`config.mk`:
```
export PLATFORM = sky130hd
export DESIGN_NAME = fcct_ctrl
export DESIGN_NICKNAME = d
export VERILOG_FILES = /design/src/design/fcct_pkg.sv /design/src/design/fcct_ctrl.sv
export SDC_FILE = /design/constraint.sdc
export NUM_CORES = 1
export LEC_CHECK = 0
export BUFFER_PORTS_ARGS = -buffer_cell sky130_fd_sc_hd__buf_2
export CAP_MARGIN = 10
export CORE_MARGIN = 1.5
export CORE_UTILIZATION = 40
export CTS_CLUSTER_SIZE = 16
export DETAILED_ROUTE_END_ITERATION = 12
export PLACE_DENSITY = 0.65
export RECOVER_POWER = 50
export SLEW_MARGIN = 10
export SYNTH_ARGS = -nofsm -noshare
export SYNTH_HDL_FRONTEND = slang
export SYNTH_SLANG_ARGS = --single-unit
```
`constraint.sdc`:
```
create_clock -name clk_i -period 2.3 [get_ports clk_i]
set_clock_uncertainty 0.2 [all_clocks]
set_input_delay 0 -clock clk_i [delete_from_list [all_inputs] [get_ports clk_i]]
set_output_delay 0 -clock clk_i [all_outputs]
set_load 0.03 [all_outputs]
```
`src/design/fcct_pkg.sv`:
```
package fcct_pkg;

  // table geometry
  localparam int unsigned TABLE_ENTRIES = 4096;
  localparam int unsigned TBL_AW        = $clog2(TABLE_ENTRIES);

  // field widths
  localparam int unsigned CLW   = 16;  // cluster number / table entry
  localparam int unsigned CNTW  = 12;  // cluster_count, freed count
  localparam int unsigned SPCW  = 8;   // sectors per cluster
  localparam int unsigned SECW  = 32;  // sector address
  localparam int unsigned PRODW = CNTW + SPCW;

  localparam logic [CLW-1:0] ENTRY_FREE    = 16'h0000;
  localparam logic [CLW-1:0] ENTRY_EOC_MIN = 16'hFFF8;
  localparam logic [CLW-1:0] ENTRY_EOC     = 16'hFFFF;
  localparam logic [CLW-1:0] DATA_CL_BASE  = 16'd2;

  localparam logic [CNTW-1:0] CLUSTER_COUNT_RST = 12'd4094;
  localparam logic [SECW-1:0] DATA_START_RST    = 32'd0;
  localparam logic [SPCW-1:0] SPC_RST           = 8'd1;

  typedef enum logic [1:0] {
    REQ_ALLOC = 2'd0,
    REQ_FREE  = 2'd1,
    REQ_GET   = 2'd2,
    REQ_SET   = 2'd3
  } fcct_req_e;

  typedef enum logic [1:0] {
    ST_OK    = 2'd0,
    ST_FULL  = 2'd1,
    ST_RANGE = 2'd2
  } fcct_status_e;

  typedef enum logic [1:0] {
    CFG_CLUSTER_COUNT = 2'd0,
    CFG_DATA_START    = 2'd1,
    CFG_SPC           = 2'd2
  } fcct_cfg_e;

  // controller -> datapath
  typedef struct packed {
    logic take;       // request channel ready
    logic clr_wr;     // clearing pass write
    logic init;       // start of a request
    logic set_bad;    // status out of range
    logic set_full;   // status table full
    logic rd_cl;      // get: read entry
    logic wr_cl;      // set: write entry
    logic scan;       // allocate: read next candidate
    logic claim;      // allocate: mark found entry end of chain
    logic link;       // allocate: link previous cluster
    logic walk;       // free: read and zero current entry
    logic walk_next;  // free: follow link
    logic get_cap;    // get: capture read data
    logic mul;        // sector offset product
    logic load_out;   // fill output register
  } fcct_cmd_t;

  // datapath -> controller
  typedef struct packed {
    logic      in_valid;
    fcct_req_e req;
    logic      from_zero;
    logic      from_ok;
    logic      cl_ok;
    logic      cur_ok;
    logic      cur_live;
    logic      found;
    logic      clr_last;
    logic      out_free;
  } fcct_sts_t;

  function automatic logic in_range(input logic [CLW-1:0] c, input logic [CNTW-1:0] count);
    logic [CLW:0] lim;
    logic [CLW:0] cx;
    lim = {{(CLW+1-CNTW){1'b0}}, count} + (CLW+1)'(2);
    cx  = {1'b0, c};
    return (c >= DATA_CL_BASE) && (cx < lim) && (cx < (CLW+1)'(TABLE_ENTRIES));
  endfunction

endpackage

```
`src/design/fcct_ctrl.sv`:
```
module fcct_ctrl import fcct_pkg::*; (
  input  logic      clk_i,
  input  logic      rst_ni,
  input  fcct_sts_t sts_i,
  output fcct_cmd_t cmd_o
);

  typedef enum logic [10:0] {
    S_CLEAR    = 11'b000_0000_0001,
    S_IDLE     = 11'b000_0000_0010,
    S_DISPATCH = 11'b000_0000_0100,
    S_SCAN     = 11'b000_0000_1000,
    S_CLAIM    = 11'b000_0001_0000,
    S_LINK     = 11'b000_0010_0000,
    S_WALK     = 11'b000_0100_0000,
    S_WALK_NX  = 11'b000_1000_0000,
    S_GET_CAP  = 11'b001_0000_0000,
    S_MUL      = 11'b010_0000_0000,
    S_OUT      = 11'b100_0000_0000
  } fcct_state_e;

  fcct_state_e state_q, state_d;

  always_ff @(posedge clk_i or negedge rst_ni) begin
    if (!rst_ni) begin
      state_q <= S_CLEAR;
    end else begin
      state_q <= state_d;
    end
  end

  always_comb begin
    state_d = state_q;
    cmd_o   = '0;
    case (state_q)
      S_CLEAR: begin
        cmd_o.clr_wr = 1'b1;
        if (sts_i.clr_last) state_d = S_IDLE;
      end
      S_IDLE: begin
        cmd_o.take = 1'b1;
        if (sts_i.in_valid) state_d = S_DISPATCH;
      end
      S_DISPATCH: begin
        cmd_o.init = 1'b1;
        case (sts_i.req)
          REQ_ALLOC: begin
            if (!sts_i.from_zero && !sts_i.from_ok) begin
              cmd_o.set_bad = 1'b1;
              state_d       = S_MUL;
            end else begin
              state_d = S_SCAN;
            end
          end
          REQ_FREE: state_d = S_WALK;
          REQ_GET: begin
            if (sts_i.cl_ok) begin
              cmd_o.rd_cl = 1'b1;
              state_d     = S_GET_CAP;
            end else begin
              cmd_o.set_bad = 1'b1;
              state_d       = S_MUL;
            end
          end
          REQ_SET: begin
            if (sts_i.cl_ok) cmd_o.wr_cl = 1'b1;
            else             cmd_o.set_bad = 1'b1;
            state_d = S_MUL;
          end
          default: state_d = S_MUL;
        endcase
      end
      S_SCAN: begin
        if (sts_i.found) begin
          state_d = S_CLAIM;
        end else if (!sts_i.cur_ok) begin
          cmd_o.set_full = 1'b1;
          state_d        = S_MUL;
        end else begin
          cmd_o.scan = 1'b1;
        end
      end
      S_CLAIM: begin
        cmd_o.claim = 1'b1;
        state_d     = sts_i.from_zero ? S_MUL : S_LINK;
      end
      S_LINK: begin
        cmd_o.link = 1'b1;
        state_d    = S_MUL;
      end
      S_WALK: begin
        if (!sts_i.cur_live) begin
          state_d = S_MUL;
        end else if (!sts_i.cur_ok) begin
          cmd_o.set_bad = 1'b1;
          state_d       = S_MUL;
        end else begin
          cmd_o.walk = 1'b1;
          state_d    = S_WALK_NX;
        end
      end
      S_WALK_NX: begin
        cmd_o.walk_next = 1'b1;
        state_d         = S_WALK;
      end
      S_GET_CAP: begin
        cmd_o.get_cap = 1'b1;
        state_d       = S_MUL;
      end
      S_MUL: begin
        cmd_o.mul = 1'b1;
        state_d   = S_OUT;
      end
      S_OUT: begin
        if (sts_i.out_free) begin
          cmd_o.load_out = 1'b1;
          state_d        = S_IDLE;
        end
      end
      default: state_d = S_CLEAR;
    endcase
  end

  a_scan_end: assert property (@(posedge clk_i) disable iff (!rst_ni)
    (state_q == S_SCAN && !sts_i.found && !sts_i.cur_ok) |=> state_q == S_MUL)
    else $error("scan ran past the last cluster");

  a_take_idle_only: assert property (@(posedge clk_i) disable iff (!rst_ni)
    (cmd_o.take && sts_i.in_valid) |=> (state_q == S_DISPATCH) && !cmd_o.take)
    else $error("request taken while busy");

  a_clear_first: assert property (@(posedge clk_i) disable iff (!rst_ni)
    $fell(state_q == S_CLEAR) |-> $past(sts_i.clr_last))
    else $error("clearing pass left early");

endmodule

```
==> impl_metrics.env <==
export IMPL_setup_viol=0
export IMPL_status="finished clean"
export IMPL_post_cts_resized=0
export IMPL_rrSetupSlack_ps=120
export IMPL_largest_reg_flops=11
export IMPL_start_util_pct=43.81
export IMPL_maxCapViolations=0
export IMPL_crit_fanout=8
export IMPL_reg_top3="state_q x11"
export IMPL_cts_root_buf="clkbuf_4"
export IMPL_cts_buffer_depth=2
export IMPL_reg2reg_to="state_q[9]"
export IMPL_min_path_cells=3
export IMPL_wl_per_cell_um=13.59
export IMPL_top_usage_layer="met2"
export IMPL_synth_main_ff_cell="dfrtp_1"
export IMPL_final_max_slew_viol_count=0
export IMPL_final_cell_mix="buf_2 (26), dlygate4sd3_1 (15), nor2_1 (13)"
export IMPL_vdd_drop_max_mv=0.4586
export IMPL_final_common_cell="buf_2"
export IMPL_grt_overflow=0
export IMPL_synth_cell_types=43
export IMPL_via_count=986
export IMPL_antenna_cells=0
export IMPL_relSlewSlack_pct=66.70
export IMPL_nFillCells=181
export IMPL_grt_pass1_wl_um=4022
export IMPL_cellLeakagePower_uw=0.0006156
export IMPL_worstSkewPairLatency_ps=280
export IMPL_grt_max_degree=11
export IMPL_routed_wl_um=2446
export IMPL_antenna_found_initial=0
export IMPL_met3_usage_pct=4.242
export IMPL_synthCells=106
export IMPL_timing_final_crit_share_pct=95.15
export IMPL_powerDensity_nw_per_um2=614.0
export IMPL_finalCriticalPeriod_ps=2189
export IMPL_post_route_drc_count=0
export IMPL_worstMarginPinSlew_ps=497.9
export IMPL_worstPathRequired_ps=2100
export IMPL_place_congestion=0.8486
export IMPL_power_uw=760.5
export IMPL_drtPass1Iterations=4
export IMPL_end_kind="primary output"
export IMPL_coreArea_um2=2022
export IMPL_cp_arrival_ps=1990
export IMPL_top_register="state_q"
export IMPL_hp_start="sts_i[2]"
export IMPL_avgSynthCellArea_um2=8.357
export IMPL_grtUsageMet2_pct=32.24
export IMPL_die_w_um=50.06
export IMPL_synth_seq_cells=11
export IMPL_cts_clk_slew_worst_paths_ps=80
export IMPL_rsz0062_at_grt="false"
export IMPL_ant_nets=0
export IMPL_seq_area_frac_synth_pct=31.21
export IMPL_rows=16
export IMPL_io_pins=28
export IMPL_track_usage_pct=21.08
export IMPL_worstHoldPathType="input pin to register"
export IMPL_syn_area_um2=885.9
export IMPL_vias_per_cell=5.478
export IMPL_crit_type="register to primary output"
export IMPL_nets=167
export IMPL_drive_gt1_share_pct=30.07
export IMPL_use_met1_pct=28.06
export IMPL_async_reset_ff_share_pct=100.0
export IMPL_area_growth_pct=39.83
export IMPL_r2r_cells=6
export IMPL_synth_edf_count=0
export IMPL_yosys_warnings=0
export IMPL_fp_dieH_um=50.06
export IMPL_cts_made_buffers=3
export IMPL_drt_iter0_drc=56
export IMPL_hold_end="state_q[4]"
export IMPL_setup_tns_final_ps=0
export IMPL_grt_pass1_vias=919
export IMPL_cts_tree="done"
export IMPL_timing_critical_path_from_type="register"
export IMPL_numClockSinks=11
export IMPL_syn_num_nets=119
export IMPL_hpwl_um=1623
export IMPL_r2r_start="state_q[5]"
export IMPL_die_area_um2=2506
export IMPL_htreeDepth=1
export IMPL_fmax_mhz=456.9
export IMPL_portBuffers=27
export IMPL_hold_viol=0
-- cell usage after synthesis (3+ instances only) --
library cell | number | area, µm²
nor2b_1 | 4 | 25.02
nor2_1 | 13 | 48.80
inv_1 | 8 | 30.03
and2_1 | 4 | 25.02
nand4_1 | 4 | 25.02
dfrtp_1 | 10 | 250.2
nand3b_1 | 3 | 22.52
a21oi_1 | 5 | 25.02
nor3_1 | 5 | 25.02
nor4_1 | 3 | 18.77
nand2_1 | 8 | 30.03
-- where the power goes --
part	switching [µW]	total, µW	leakage (µW)	internal, µW
logic	184	344	0.000452	159
clock network	73.5	141	0.0000150	67.4
registers	52.9	276	0.000149	223
total	311	761	0.000616	450
-- through the flow --
stage | cell area [µm²] | worst slack, ps | cells | utilization (%) | hold slack, ps
final | 1239 | 111.5 | 180 | 61.26 | 279.1
after global routing | 1239 | 40.79 | 180 | 61.26 | 296.2
after CTS | 1224 | 65.58 | 177 | 60.52 | 272.8
after detailed placement | 1047 | 234.3 | 158 | 51.79 | -310.2
after global placement | 1047 | 294.6 | 158 | 51.79 | -312.6
after floorplan | 890.9 | 102.4 | 106 | - | -495.6
-- layer usage --
layer | vias up | routed length, µm
li1 | 479 | -
met1 | 465 | 1107
met2 | 37 | 1142
met3 | 5 | 156
met4 | 0 | 40
met5 | - | 0
-- final cells by class --
type	count	area, µm²	area share (%)
clock buffers	4	26.28	2.121
inverters	8	30.03	2.424
multi-input cells	82	543.0	43.84
flip-flops and latches	11	276.5	22.32
well taps	27	33.78	2.727
repair buffers	48	329.1	26.57
-- cell families (layout without fill, tap and decap cells) --
family | Yosys count | after routing | share of synthesized area (%)
flip-flops | 11 | 11 | 31.22
AND/OR/NAND/NOR | 59 | 59 | 42.09
AO/OA/AOI/OAI | 20 | 20 | 16.39
XOR/XNOR | 3 | 3 | 2.967
buffers and inverters | 13 | 60 | 7.344
-- repair_timing --
action	in CTS	in global routing
endpoints found under the setup margin	0	4
setup buffers	0	3
hold buffers	15	0
hold endpoints to repair	22	0
-- critical path, cell delays in order, from the launching register on --
cell     delay [ps]
dfrtp_1         480
nor4_4          430
buf_4           180
nand3_2         100
nor3b_2         270
buf_2           240
-- how the worst max path moves through the flow --
stage	end	slack [ps]	from	cells past startpoint
floorplan	cmd_o[2]	100	state_q[0]	4
global placement	state_q[9]	290	state_q[5]	5
detailed placement	state_q[9]	230	state_q[5]	5
CTS	cmd_o[8]	70	state_q[5]	6
global route	cmd_o[7]	40	state_q[5]	5
finish	cmd_o[14]	110	state_q[5]	5
(Power assumes the default switching activity.)
